===== config.mk =====
export PLATFORM = sky130hd
export DESIGN_NAME = key_matrix_to_hid_with_hotkey_unit
export DESIGN_NICKNAME = d
export VERILOG_FILES = /design/src/hw/rtl/kmh_pkg.sv /design/src/hw/rtl/kmh_csr.sv /design/src/hw/rtl/kmh_keyscan.sv /design/src/hw/rtl/key_matrix_to_hid_with_hotkey_unit.sv
export VERILOG_INCLUDE_DIRS = /design/src /design/src/hw/rtl
export SDC_FILE = /design/constraint.sdc
export NUM_CORES = 2
export LEC_CHECK = 0
export ABC_CLOCK_PERIOD_IN_PS = 17640
export BUFFER_PORTS_ARGS = -buffer_cell sky130_fd_sc_hd__buf_4
export CORE_ASPECT_RATIO = 1.4
export CORE_MARGIN = 2
export CORE_UTILIZATION = 41
export CTS_CLUSTER_SIZE = 28
export DETAILED_ROUTE_END_ITERATION = 7
export GPL_TIMING_DRIVEN = 0
export HOLD_SLACK_MARGIN = 0.02
export PLACE_DENSITY = 0.68
export SYNTH_ARGS = -nofsm -noshare
export SYNTH_HDL_FRONTEND = slang
export SYNTH_SLANG_ARGS = --single-unit

===== constraint.sdc =====
create_clock -name clock -period 17.64 [get_ports clock]
set_clock_uncertainty 0.2 [all_clocks]
set_input_delay 0.882 -clock clock [delete_from_list [all_inputs] [get_ports clock]]
set_output_delay 0.882 -clock clock [all_outputs]
set_load 0.05 [all_outputs]

===== src/hw/rtl/key_matrix_to_hid_with_hotkey_unit_defines.svh =====
// Assertion macros for the key matrix to HID block.
// Taken in by the top level through an include of this header.
`ifndef KEY_MATRIX_TO_HID_WITH_HOTKEY_UNIT_DEFINES_SVH
`define KEY_MATRIX_TO_HID_WITH_HOTKEY_UNIT_DEFINES_SVH

// Same-cycle implication, checked outside reset.
`define KMH_ASSERT_NOW(lbl, clk, rst, ante, cons, msg) \
   lbl: assert property (@(posedge clk) disable iff (rst) (ante) |-> (cons)) \
      else $error(msg);

// Next-cycle implication, checked outside reset.
`define KMH_ASSERT_NEXT(lbl, clk, rst, ante, cons, msg) \
   lbl: assert property (@(posedge clk) disable iff (rst) (ante) |=> (cons)) \
      else $error(msg);

`endif


===== src/hw/rtl/kmh_pkg.sv =====
// Shared types, codes and key tables for the key matrix to HID block.
// No dependencies; imported by every module of the block.
package kmh_pkg;

   localparam int KEY_COUNT   = 35;
   localparam int REPORT_KEYS = 6;
   localparam int TIME_W      = 48;
   localparam int TAP_US_W    = 23;
   localparam int CMD_US_W    = 26;
   localparam int SLOTS       = 10;

   // Key positions inside a snapshot
   localparam int BIT_SYM    = 2;
   localparam int BIT_ALT    = 4;
   localparam int BIT_LSHIFT = 13;
   localparam int BIT_RSHIFT = 17;

   // Symbol, Alt, Mic and both Shift keys
   localparam logic [KEY_COUNT-1:0] SKIP_MASK = 35'h0_0002_2054;

   localparam logic [9:0] MS_TO_US = 10'd1000;

   typedef enum logic [1:0] {
      HK_IDLE   = 2'd0,
      HK_TAPPED = 2'd1,
      HK_CMD    = 2'd2
   } hk_mode_type;

   typedef enum logic [2:0] {
      ACT_REPORT         = 3'd0,
      ACT_DIRECT         = 3'd1,
      ACT_CHORD_ENTERED  = 3'd2,
      ACT_CHORD_WAIT     = 3'd3,
      ACT_CHORD_SWITCHED = 3'd4,
      ACT_EMPTY_SLOT     = 3'd5,
      ACT_CANCELLED      = 3'd6
   } action_type;

   typedef enum logic [1:0] {
      CSR_TAP_WINDOW = 2'd0,
      CSR_CMD_TIMEOUT = 2'd1,
      CSR_PAIRED     = 2'd2
   } csr_index_type;

   typedef struct packed {
      logic [34:0] matrix;
      logic [47:0] time_us;
   } req_type;

   typedef struct packed {
      action_type  action;
      logic [3:0]  slot;
      logic        entered_command;
      logic [1:0]  modifiers;
      logic [7:0]  key_0;
      logic [7:0]  key_1;
      logic [7:0]  key_2;
      logic [7:0]  key_3;
      logic [7:0]  key_4;
      logic [7:0]  key_5;
   } rsp_type;

   // Settings handed from the register file, times already in microseconds
   typedef struct packed {
      logic [TAP_US_W-1:0] tap_us;
      logic [CMD_US_W-1:0] cmd_us;
      logic [SLOTS-1:0]    paired;
   } cfg_type;

   // Per-snapshot key scan summary
   typedef struct packed {
      logic [KEY_COUNT-1:0] new_onehot;
      logic                 new_any;
      logic                 digit_ok;
      logic [3:0]           digit;
      logic                 slot_ok;
      logic [3:0]           slot;
      logic                 shift;
      logic [5:0][7:0]      keys;
      logic [KEY_COUNT-1:0] kept;
   } scan_type;

   // Usage in bits 7:0, bit 8 set when the character needs Shift
   localparam logic [8:0] PLAIN_TAB [KEY_COUNT] = '{
      9'h014, 9'h01A, 9'h000, 9'h004, 9'h000, 9'h02C, 9'h000,
      9'h008, 9'h016, 9'h007, 9'h013, 9'h01B, 9'h01D, 9'h000,
      9'h015, 9'h00A, 9'h017, 9'h000, 9'h019, 9'h006, 9'h009,
      9'h018, 9'h00B, 9'h01C, 9'h028, 9'h005, 9'h011, 9'h00D,
      9'h012, 9'h00F, 9'h00C, 9'h02A, 9'h121, 9'h010, 9'h00E
   };

   localparam logic [8:0] SYM_TAB [KEY_COUNT] = '{
      9'h120, 9'h01E, 9'h000, 9'h125, 9'h000, 9'h000, 9'h027,
      9'h01F, 9'h021, 9'h022, 9'h11F, 9'h025, 9'h024, 9'h000,
      9'h020, 9'h038, 9'h126, 9'h000, 9'h138, 9'h026, 9'h023,
      9'h12D, 9'h133, 9'h127, 9'h028, 9'h11E, 9'h036, 9'h033,
      9'h12E, 9'h134, 9'h02D, 9'h02A, 9'h000, 9'h037, 9'h034
   };

   // Bit 4 marks an entry, bits 3:0 the digit or slot
   localparam logic [4:0] DIGIT_TAB [KEY_COUNT] = '{
      5'h00, 5'h11, 5'h00, 5'h00, 5'h00, 5'h00, 5'h10,
      5'h12, 5'h14, 5'h15, 5'h00, 5'h18, 5'h17, 5'h00,
      5'h13, 5'h00, 5'h00, 5'h00, 5'h00, 5'h19, 5'h16,
      5'h00, 5'h00, 5'h00, 5'h00, 5'h00, 5'h00, 5'h00,
      5'h00, 5'h00, 5'h00, 5'h00, 5'h00, 5'h00, 5'h00
   };

   localparam logic [4:0] SLOT_TAB [KEY_COUNT] = '{
      5'h10, 5'h11, 5'h00, 5'h00, 5'h00, 5'h00, 5'h00,
      5'h12, 5'h00, 5'h00, 5'h19, 5'h00, 5'h00, 5'h00,
      5'h13, 5'h00, 5'h14, 5'h00, 5'h00, 5'h00, 5'h00,
      5'h16, 5'h00, 5'h15, 5'h00, 5'h00, 5'h00, 5'h00,
      5'h18, 5'h00, 5'h17, 5'h00, 5'h00, 5'h00, 5'h00
   };

endpackage


===== src/hw/rtl/kmh_csr.sv =====
// Configuration registers behind an APB-style port.
// Depends on kmh_pkg; also keeps the windows converted to microseconds.
module kmh_csr
   import kmh_pkg::*;
(
   input  logic        clock,
   input  logic        reset,
   input  logic        csr_psel,
   input  logic        csr_penable,
   input  logic        csr_pwrite,
   input  logic [3:0]  csr_paddr,
   input  logic [31:0] csr_pwdata,
   output logic [31:0] csr_prdata,
   output logic        csr_pready,
   output cfg_type     cfg
);

   logic [12:0]         tap_ms_ff, tap_ms_in;
   logic [15:0]         cmd_ms_ff, cmd_ms_in;
   logic [SLOTS-1:0]    paired_ff, paired_in;
   logic [TAP_US_W-1:0] tap_us_ff, tap_us_in;
   logic [CMD_US_W-1:0] cmd_us_ff, cmd_us_in;
   logic                wr_en;
   csr_index_type       wr_idx;

   assign csr_pready = 1'b1;
   assign wr_en      = csr_psel && csr_penable && csr_pwrite;
   assign wr_idx     = csr_index_type'(csr_paddr[3:2]);

   // Decode the write and convert ms to us at write time
   always_comb begin
      tap_ms_in = tap_ms_ff;
      cmd_ms_in = cmd_ms_ff;
      paired_in = paired_ff;
      tap_us_in = tap_us_ff;
      cmd_us_in = cmd_us_ff;
      if (wr_en) begin
         case (wr_idx)
            CSR_TAP_WINDOW: begin
               tap_ms_in = csr_pwdata[12:0];
               tap_us_in = TAP_US_W'(csr_pwdata[12:0] * MS_TO_US);
            end
            CSR_CMD_TIMEOUT: begin
               cmd_ms_in = csr_pwdata[15:0];
               cmd_us_in = CMD_US_W'(csr_pwdata[15:0] * MS_TO_US);
            end
            CSR_PAIRED: paired_in = csr_pwdata[SLOTS-1:0];
            default: ;
         endcase
      end
   end

   always_ff @(posedge clock) begin
      if (reset) begin
         tap_ms_ff <= 13'd300;
         cmd_ms_ff <= 16'd3000;
         paired_ff <= '0;
         tap_us_ff <= TAP_US_W'(300000);
         cmd_us_ff <= CMD_US_W'(3000000);
      end else begin
         tap_ms_ff <= tap_ms_in;
         cmd_ms_ff <= cmd_ms_in;
         paired_ff <= paired_in;
         tap_us_ff <= tap_us_in;
         cmd_us_ff <= cmd_us_in;
      end
   end

   // Read back
   always_comb begin
      case (wr_idx)
         CSR_TAP_WINDOW:  csr_prdata = {19'd0, tap_ms_ff};
         CSR_CMD_TIMEOUT: csr_prdata = {16'd0, cmd_ms_ff};
         CSR_PAIRED:      csr_prdata = {22'd0, paired_ff};
         default:         csr_prdata = '0;
      endcase
   end

   assign cfg.tap_us = tap_us_ff;
   assign cfg.cmd_us = cmd_us_ff;
   assign cfg.paired = paired_ff;

endmodule


===== src/hw/rtl/kmh_keyscan.sv =====
// Per-key scan of one snapshot: first new press, its digit and slot,
// the six-usage report and the swallow mask update. Depends on kmh_pkg.
module kmh_keyscan
   import kmh_pkg::*;
(
   input  logic [KEY_COUNT-1:0] raw,
   input  logic [KEY_COUNT-1:0] prev,
   input  logic [KEY_COUNT-1:0] swallowed,
   output scan_type             scan
);

   logic [7:0]           code [KEY_COUNT];
   logic [KEY_COUNT-1:0] shift_char;
   logic [KEY_COUNT-1:0] has_code;
   logic [KEY_COUNT-1:0] usable;
   logic [KEY_COUNT-1:0] fresh;
   logic [KEY_COUNT-1:0] first;
   logic [5:0]           rank [KEY_COUNT];
   logic                 sym_layer;

   assign sym_layer = raw[BIT_SYM];

   // Pick the layer for each position
   always_comb begin
      for (int i = 0; i < KEY_COUNT; i++) begin
         code[i]       = sym_layer ? SYM_TAB[i][7:0] : PLAIN_TAB[i][7:0];
         shift_char[i] = sym_layer ? SYM_TAB[i][8] : PLAIN_TAB[i][8];
         has_code[i]   = code[i] != 8'd0;
      end
   end

   assign usable = raw & ~SKIP_MASK & ~swallowed & has_code;
   assign fresh  = raw & ~prev & ~SKIP_MASK & ~swallowed;
   // Isolate the lowest newly pressed key
   assign first  = fresh & (~fresh + KEY_COUNT'(1));

   // Place of each usable key among those before it
   always_comb begin
      for (int i = 0; i < KEY_COUNT; i++) begin
         rank[i] = 6'($countones(usable & ((KEY_COUNT'(1) << i) - KEY_COUNT'(1))));
      end
   end

   // Gather usages, lookups and modifiers
   always_comb begin
      logic [4:0] dig;
      logic [4:0] slt;
      dig = '0;
      slt = '0;
      scan.shift = 1'b0;
      scan.keys  = '0;
      for (int i = 0; i < KEY_COUNT; i++) begin
         if (first[i]) begin
            dig = dig | DIGIT_TAB[i];
            slt = slt | SLOT_TAB[i];
         end
         if (usable[i] && rank[i] < 6'(REPORT_KEYS) && shift_char[i]) begin
            scan.shift = 1'b1;
         end
      end
      for (int k = 0; k < REPORT_KEYS; k++) begin
         for (int i = 0; i < KEY_COUNT; i++) begin
            if (usable[i] && rank[i] == 6'(k)) begin
               scan.keys[k] = scan.keys[k] | code[i];
            end
         end
      end
      scan.new_onehot = first;
      scan.new_any    = |fresh;
      scan.digit_ok   = dig[4];
      scan.digit      = dig[3:0];
      scan.slot_ok    = slt[4];
      scan.slot       = slt[3:0];
      // Drop swallowed keys once released
      scan.kept       = swallowed & raw;
   end

endmodule


===== src/hw/rtl/key_matrix_to_hid_with_hotkey_unit.sv =====
// Top level: key matrix snapshots to HID reports with the Alt double-tap hotkey.
// Depends on kmh_pkg, kmh_csr, kmh_keyscan and the block's assertion header.
//
//   port group  | direction | transfer
//   req_*       | in        | one snapshot: matrix, time_us
//   rsp_*       | out       | zero or one result per snapshot
//   csr_*       | in/out    | APB-style register writes and reads
//
// One snapshot per cycle sustained while results are taken: input register, one
// pass of key scan and hotkey logic, result register. A result is offered from the
// result register once its snapshot has passed the input register and the logic.
// A snapshot that changes nothing outside command mode is consumed silently.
// A stalled result holds the input register; req_ready follows that stall.
// Synchronous reset clears the hotkey state, the snapshot history and both
// valid flags; no clearing pass.
`include "key_matrix_to_hid_with_hotkey_unit_defines.svh"

module key_matrix_to_hid_with_hotkey_unit
   import kmh_pkg::*;
(
   input  logic        clock,
   input  logic        reset,
   input  logic        req_valid,
   output logic        req_ready,
   input  req_type     req_data,
   output logic        rsp_valid,
   input  logic        rsp_ready,
   output rsp_type     rsp_data,
   input  logic        csr_psel,
   input  logic        csr_penable,
   input  logic        csr_pwrite,
   input  logic [3:0]  csr_paddr,
   input  logic [31:0] csr_pwdata,
   output logic [31:0] csr_prdata,
   output logic        csr_pready
);

   cfg_type  cfg;
   scan_type scan;

   logic                 in_valid_ff, in_valid_in;
   req_type              in_data_ff;
   logic                 out_valid_ff, out_valid_in;
   rsp_type              out_data_ff, rsp_in;

   hk_mode_type          mode_ff, mode_in, mode_a, mode_exp;
   logic [TIME_W-1:0]    tap_start_ff, tap_start_in;
   logic [TIME_W-1:0]    armed_dl_ff, armed_dl_in;
   logic [TIME_W-1:0]    cmd_dl_ff, cmd_dl_in, cmd_dl_a;
   logic                 okih_ff, okih_in, okih_a;
   logic [KEY_COUNT-1:0] last_ff, last_in;
   logic [KEY_COUNT-1:0] swal_ff, swal_in;

   logic [KEY_COUNT-1:0] raw;
   logic [TIME_W-1:0]    now;
   logic                 proc_go, quiet, alt_held, alt_chg, shift_held;
   logic                 entered, direct, bare;
   logic [TIME_W:0]      armed_sum, cmd_sum;
   logic [TIME_W-1:0]    armed_sat, cmd_sat, elapsed;

   kmh_csr u_csr (
      .clock       (clock),
      .reset       (reset),
      .csr_psel    (csr_psel),
      .csr_penable (csr_penable),
      .csr_pwrite  (csr_pwrite),
      .csr_paddr   (csr_paddr),
      .csr_pwdata  (csr_pwdata),
      .csr_prdata  (csr_prdata),
      .csr_pready  (csr_pready),
      .cfg         (cfg)
   );

   assign raw = in_data_ff.matrix;
   assign now = in_data_ff.time_us;

   kmh_keyscan u_scan (
      .raw       (raw),
      .prev      (last_ff),
      .swallowed (swal_ff),
      .scan      (scan)
   );

   // Handshake: process when the result register is free or draining
   assign proc_go   = in_valid_ff && (!out_valid_ff || rsp_ready);
   assign req_ready = !in_valid_ff || proc_go;

   assign quiet      = (raw == last_ff) && (mode_ff != HK_CMD);
   assign alt_held   = raw[BIT_ALT];
   assign alt_chg    = raw[BIT_ALT] != last_ff[BIT_ALT];
   assign shift_held = raw[BIT_LSHIFT] || raw[BIT_RSHIFT];

   // Deadlines saturate at the top of the time range
   assign armed_sum = {1'b0, now} + (TIME_W+1)'(cfg.tap_us);
   assign cmd_sum   = {1'b0, now} + (TIME_W+1)'(cfg.cmd_us);
   assign armed_sat = armed_sum[TIME_W] ? '1 : armed_sum[TIME_W-1:0];
   assign cmd_sat   = cmd_sum[TIME_W] ? '1 : cmd_sum[TIME_W-1:0];

   // Time running backwards counts as no time
   assign elapsed  = (now >= tap_start_ff) ? (now - tap_start_ff) : '0;
   assign bare     = !okih_ff && (elapsed < TIME_W'(cfg.tap_us));
   assign mode_exp = (mode_ff == HK_TAPPED && now > armed_dl_ff) ? HK_IDLE : mode_ff;

   // Next state of the hotkey machine
   always_comb begin
      mode_a       = mode_ff;
      entered      = 1'b0;
      tap_start_in = tap_start_ff;
      okih_a       = okih_ff;
      armed_dl_in  = armed_dl_ff;
      cmd_dl_a     = cmd_dl_ff;
      if (alt_chg) begin
         mode_a = mode_exp;
         if (alt_held) begin
            if (mode_exp == HK_TAPPED) begin
               mode_a   = HK_CMD;
               cmd_dl_a = cmd_sat;
               entered  = 1'b1;
            end else begin
               tap_start_in = now;
               okih_a       = 1'b0;
            end
         end else if (bare && mode_exp == HK_IDLE) begin
            mode_a      = HK_TAPPED;
            armed_dl_in = armed_sat;
         end else begin
            mode_a = HK_IDLE;
         end
      end

      direct  = alt_held && scan.new_any && scan.slot_ok && cfg.paired[scan.slot];
      okih_in = (alt_held && scan.new_any) ? 1'b1 : okih_a;
      cmd_dl_in = cmd_dl_a;

      mode_in = mode_a;
      if (!direct && mode_a == HK_CMD) begin
         if (scan.new_any || now > cmd_dl_a) begin
            mode_in = HK_IDLE;
         end
      end

      last_in = raw;
      swal_in = scan.kept | (direct ? scan.new_onehot : '0);
   end

   // Result of this snapshot
   always_comb begin
      rsp_in = '0;
      rsp_in.entered_command = entered;
      if (direct) begin
         rsp_in.action = ACT_DIRECT;
         rsp_in.slot   = scan.slot;
      end else if (mode_a == HK_CMD) begin
         if (scan.new_any) begin
            if (scan.digit_ok && cfg.paired[scan.digit]) begin
               rsp_in.action = ACT_CHORD_SWITCHED;
               rsp_in.slot   = scan.digit;
            end else if (scan.digit_ok) begin
               rsp_in.action = ACT_EMPTY_SLOT;
            end else begin
               rsp_in.action = ACT_CANCELLED;
            end
         end else if (now > cmd_dl_a) begin
            rsp_in.action = ACT_CANCELLED;
         end else begin
            rsp_in.action = entered ? ACT_CHORD_ENTERED : ACT_CHORD_WAIT;
         end
      end else begin
         rsp_in.action    = ACT_REPORT;
         rsp_in.modifiers = {shift_held || scan.shift, alt_held};
         rsp_in.key_0     = scan.keys[0];
         rsp_in.key_1     = scan.keys[1];
         rsp_in.key_2     = scan.keys[2];
         rsp_in.key_3     = scan.keys[3];
         rsp_in.key_4     = scan.keys[4];
         rsp_in.key_5     = scan.keys[5];
      end
   end

   // Valid flags: fill on transfer, drain on processing or delivery
   always_comb begin
      in_valid_in = in_valid_ff;
      if (req_valid && req_ready) begin
         in_valid_in = 1'b1;
      end else if (proc_go) begin
         in_valid_in = 1'b0;
      end
      out_valid_in = out_valid_ff;
      if (proc_go) begin
         out_valid_in = !quiet;
      end else if (rsp_ready) begin
         out_valid_in = 1'b0;
      end
   end

   always_ff @(posedge clock) begin
      if (reset) begin
         in_valid_ff  <= 1'b0;
         out_valid_ff <= 1'b0;
         mode_ff      <= HK_IDLE;
         tap_start_ff <= '0;
         armed_dl_ff  <= '0;
         cmd_dl_ff    <= '0;
         okih_ff      <= 1'b0;
         last_ff      <= '0;
         swal_ff      <= '0;
      end else begin
         in_valid_ff  <= in_valid_in;
         out_valid_ff <= out_valid_in;
         // Advance hotkey state only on a snapshot that does something
         if (proc_go && !quiet) begin
            mode_ff      <= mode_in;
            tap_start_ff <= tap_start_in;
            armed_dl_ff  <= armed_dl_in;
            cmd_dl_ff    <= cmd_dl_in;
            okih_ff      <= okih_in;
            last_ff      <= last_in;
            swal_ff      <= swal_in;
         end
      end
   end

   // Payload registers
   always_ff @(posedge clock) begin
      if (req_valid && req_ready) begin
         in_data_ff <= req_data;
      end
      if (proc_go && !quiet) begin
         out_data_ff <= rsp_in;
      end
   end

   assign rsp_valid = out_valid_ff;
   assign rsp_data  = out_data_ff;

   // Checks on the block's own logic
   `KMH_ASSERT_NOW(a_non_report_clean, clock, reset, rsp_valid && rsp_data.action != ACT_REPORT, rsp_data.modifiers == 2'd0 && rsp_data.key_0 == 8'd0 && rsp_data.key_5 == 8'd0, "non-report result carries report data")
   `KMH_ASSERT_NOW(a_slot_only_switch, clock, reset, rsp_valid && rsp_data.action != ACT_DIRECT && rsp_data.action != ACT_CHORD_SWITCHED, rsp_data.slot == 4'd0, "slot set without a switch")
   `KMH_ASSERT_NOW(a_entered_action, clock, reset, rsp_valid && rsp_data.entered_command, rsp_data.action != ACT_REPORT && rsp_data.action != ACT_CHORD_WAIT, "command entry with report or wait action")
   `KMH_ASSERT_NEXT(a_history_tracks, clock, reset, proc_go && !quiet, last_ff == $past(in_data_ff.matrix) && out_valid_ff, "snapshot history or result lost")

endmodule

==> summary.txt <==
Timing
  • Max_slew headroom: -8.32%
  • Fin worst setup slack: 7.27 ns
  • Fin. Hold Viols: 0
  • Part of the cycle the worst path needs: 58.8%
  • RSZ-0062 raised after global routing: false
  • Slew Viols, Final: 8
  • Setup violators final: 0
  • Fmax: 0.0964 GHz
  • Setup_tns: 0 ns
  • Final min period: 10.37 ns
  • Least-Margin Pin Slew: 1.61 ns

Route
  • Final ANT Viol Nets: 0
  • Post-Route WL: 137 mm
  • Met3 routed WL: 8.28 mm
  • Iter 0 DRT Violations: 2372
  • WL/cell: 24.3 um
  • Post-route DRC violation count: 0
  • Max Used Layer: met4
  • M1 WL: 47.2 mm
  • Vias per std cell: 5.93
  • Via Count: 33285
  • Routed wl met2: 66.8 mm
  • Drt first pass iters: 6

Yosys
  • Yosys top cell by area: dfxtp_1
  • Post-synthesis simple-gate area fraction: 21.2%
  • Synth Area in Compound Gates: 18.0%
  • Synth Area in Adders: 20.3%
  • Synth top area share: 16.5%
  • Seq/Total Area, Yosys: 27.4%
  • Post-Syn Area: 35500 um^2
  • Largest family of logic cells by synthesized area: simple AND/OR/NAND/NOR gates
  • Ys flop type: dfxtp_1
  • Ys Warns: 0
  • XOR/XNOR Fraction of Synth Area: 4.35%
  • Count of different cell masters after synthesis: 92
  • Asr flop ratio synth: 0%
  • Syn Area/Cell: 8.37 um^2
  • Seq cells post-synth: 421
  • Main area contributors after synthesis: dfxtp_1, ha_1, edfxtp_1
  • Post-synth EDFFs: 129
  • Syn Inst Count: 4234
  • Mux cell area share after synthesis: 2.84%

Run status
  • Status: finished, violations left
  • Violated checks: max-capacitance violations, max-slew violations

Global routing
  • GRT Util Overall: 30.3%
  • GR Overflow Total: 0
  • Largest net degree at the start of global routing: 62
  • First-pass GRT wire length: 202 mm
  • Vias in the first global route: 33151
  • Antenna violations before repair: 3

Clock tree
  • CTS clock-pin slew for the worst setup and hold paths: 0.07 ns
  • Sink Count: 421
  • Post CTS Setup Buffer Count: 0
  • Htree depth: 2
  • Resized Gates After CTS: 0
  • TritonCTS Buffers: 47
  • Skew-Pair Late Insertion Delay: 0.62 ns
  • Hold Buf Count CTS: 0
  • CTS tree: done
  • Clock root buffer master: clkbuf_16
  • Max Buffers Root-to-Sink: 3

Die
  • Die Width: 253 um
  • Die H: 352 um
  • Ports: 219
  • Core Box Area: 85600 um^2
  • Initial core utilization: 41.4%
  • FP Rows: 127
  • Die area: 88900 um^2

Placed design
  • Worst slack at placement: 7.55 ns
  • RD Place Congestion: 1.12
  • Dpl cell area: 38300 um^2
  • PortBufs: 169
  • HPWL after DPL: 110 mm

Cells and area
  • Share of cells above drive strength 1: 8.32%
  • Multi-input gate area: 23800 um^2
  • Register area: 9720 um^2
  • # nets final: 5112
  • P&R area growth vs syn: 12.3%
  • FILL cells: 8414
  • Post-route design area: 39800 um^2

Worst setup path
  • Kind of start point of the critical path: flop
  • Critical path data arrival time: 10.58 ns
  • CP endpoint kind: flop
  • Crit. Startpoint: last_in[2]$_DFFE_PP_
  • CP max FO: 10
  • Crit Reg-Reg Startpoint: last_in[2]$_DFFE_PP_
  • Worst EP required: 17.85 ns
  • Worst setup path class: flop to flop

Power
  • Power Density: 162 nW/um^2
  • Leak: 16.3 nW
  • Max IR drop VDD: 0.000160 V

Worst hold path
  • Hold_sp: req_data[65]
  • Worst hold-check path type: input pin to flop

Job
  • Max-cap viol count: 3
[cells in the final DEF, fill, tap and decap left out, types with 18 or more instances in the layout]
master and n:
o21a_1 20, nand4_1 74, mux2i_1 96, clkbuf_16 50, nor2b_1 99, nor3_1 138, xnor2_1 106, a21oi_1 278
edfxtp_1 129, nand2_1 449, a311oi_1 34, a21o_1 78, xor2_1 70, o211ai_1 44, nor4_1 42, nand2b_1 52
nor2_1 393, or2_2 18, a211oi_1 33, ha_1 387, fa_1 118, conb_1 29, inv_1 329, and3_1 35
buf_4 200, dfxtp_1 292, o21ai_0 134, nand3_1 120, or3_1 22, a31oi_1 42, nor3b_1 21, clkbuf_1 140
o221a_2 28, o22ai_1 57, and2_1 24
[kinds of logic after synthesis]
family          after synthesis
simple gates               1558
mux                         100
fa+ha+maj                   506
compound gates              953
flops                       421
xor+xnor                    176
buf+inv                     518
other cells                   2
[final cells by class]
| class | instances | share of cell area [%] |
|---|---|---|
| inverters | 335 | 3.16 |
| clock buffers | 65 | 3.44 |
| diodes | 2 | 0.0126 |
| multi-input cells | 3322 | 59.8 |
| clock inverters | 22 | 0.430 |
| repair buffers | 171 | 3.27 |
| flip-flops and latches | 421 | 24.4 |
| well taps | 1096 | 3.44 |
| plain buffers | 183 | 2.06 |
[through the flow]
stage	cells	hold slack [ns]	power, W	utilization (%)
after floorplan	4261	0.232	0.00405	-
after global placement	5526	0.241	0.00525	44.6
after detailed placement	5528	0.246	0.00528	44.7
after CTS	5615	0.218	0.00632	46.5
after global routing	5617	0.228	0.00685	46.5
final	5617	0.242	0.00644	46.5
[where the power goes]
part	switching [W]	internal, W	total [W]	leakage [nW]
Clock	0.000445	0.000574	0.00102	0.764
Sequential	0.0000494	0.00112	0.00117	3.59
Combinational	0.00279	0.00146	0.00425	12.0
Total	0.00329	0.00315	0.00644	16.3
[flip-flops by register name, indices dropped and copies added (netlist names), 30 cells and up]
signal and cells:
last_ff 35, tap_start_ff 48, swal_ff 30, now 48, rsp_data 46, armed_dl_ff 48
cmd_dl_ff 48, last_in 35
[Yosys cell counts (11+ instances only)]
master	instances
inv_1	329
a211oi_1	33
a22oi_1	12
a21o_1	78
nor2b_1	99
or3_1	22
nor2_1	393
edfxtp_1	129
o21ai_0	134
buf_1	11
a41oi_1	15
o211ai_1	44
fa_1	118
nand2b_1	52
nor4b_1	15
a31oi_1	42
a21oi_1	278
nand3_1	120
mux2i_1	96
clkbuf_1	133
a311oi_1	34
o22ai_1	57
o221a_2	28
dfxtp_1	292
or2_2	18
nand3b_1	12
a2111oi_0	13
xnor2_1	106
buf_4	30
ha_1	387
o21a_1	20
and2_1	25
and3_1	35
nand4_1	74
xor2_1	70
o31ai_1	14
nor3b_1	21
o21ai_1	16
o21bai_1	16
nand2_1	449
nor3_1	139
nor4_1	44
o211a_1	16
[worst paths after layout]
path                                              endpoint  cells after the start  slack, ns
worst max-delay path            rsp_data[29]$_SDFFCE_PP0P_                     27       7.27
worst min-delay path                 last_in[17]$_DFFE_PP_                      1       0.24
worst max register to register  rsp_data[29]$_SDFFCE_PP0P_                     27       7.27
worst min register to register    last_ff[11]$_SDFFE_PP0P_                      2       0.25
[worst max-delay path: stages, from the launching register on]
cell	delay (ns)
edfxtp_1	0.36
clkbuf_1	0.44
nor3b_1	0.69
ha_1	0.33
xor2_1	0.18
ha_1	0.16
a21oi_1	0.04
xnor2_1	0.70
ha_1	0.42
ha_1	0.36
xor2_1	0.83
clkinv_1	0.67
fa_1	0.69
inv_1	0.11
ha_1	0.34
ha_1	0.36
a21oi_1	0.30
o21bai_1	0.10
a21oi_1	0.18
xnor2_1	0.23
nand2_1	0.20
nor2_1	0.24
nand2_1	0.10
nor3b_1	0.97
inv_1	0.09
o21ai_0	0.41
nor4_1	0.10
a31oi_1	0.34
[per-layer routing]
metal,global-route usage (%),vias up
met5,0,-
met4,26.7,0
met3,4.81,504
met2,53.1,1329
met1,30.9,15825
li1,-,15627
(Power assumes the default switching activity.)
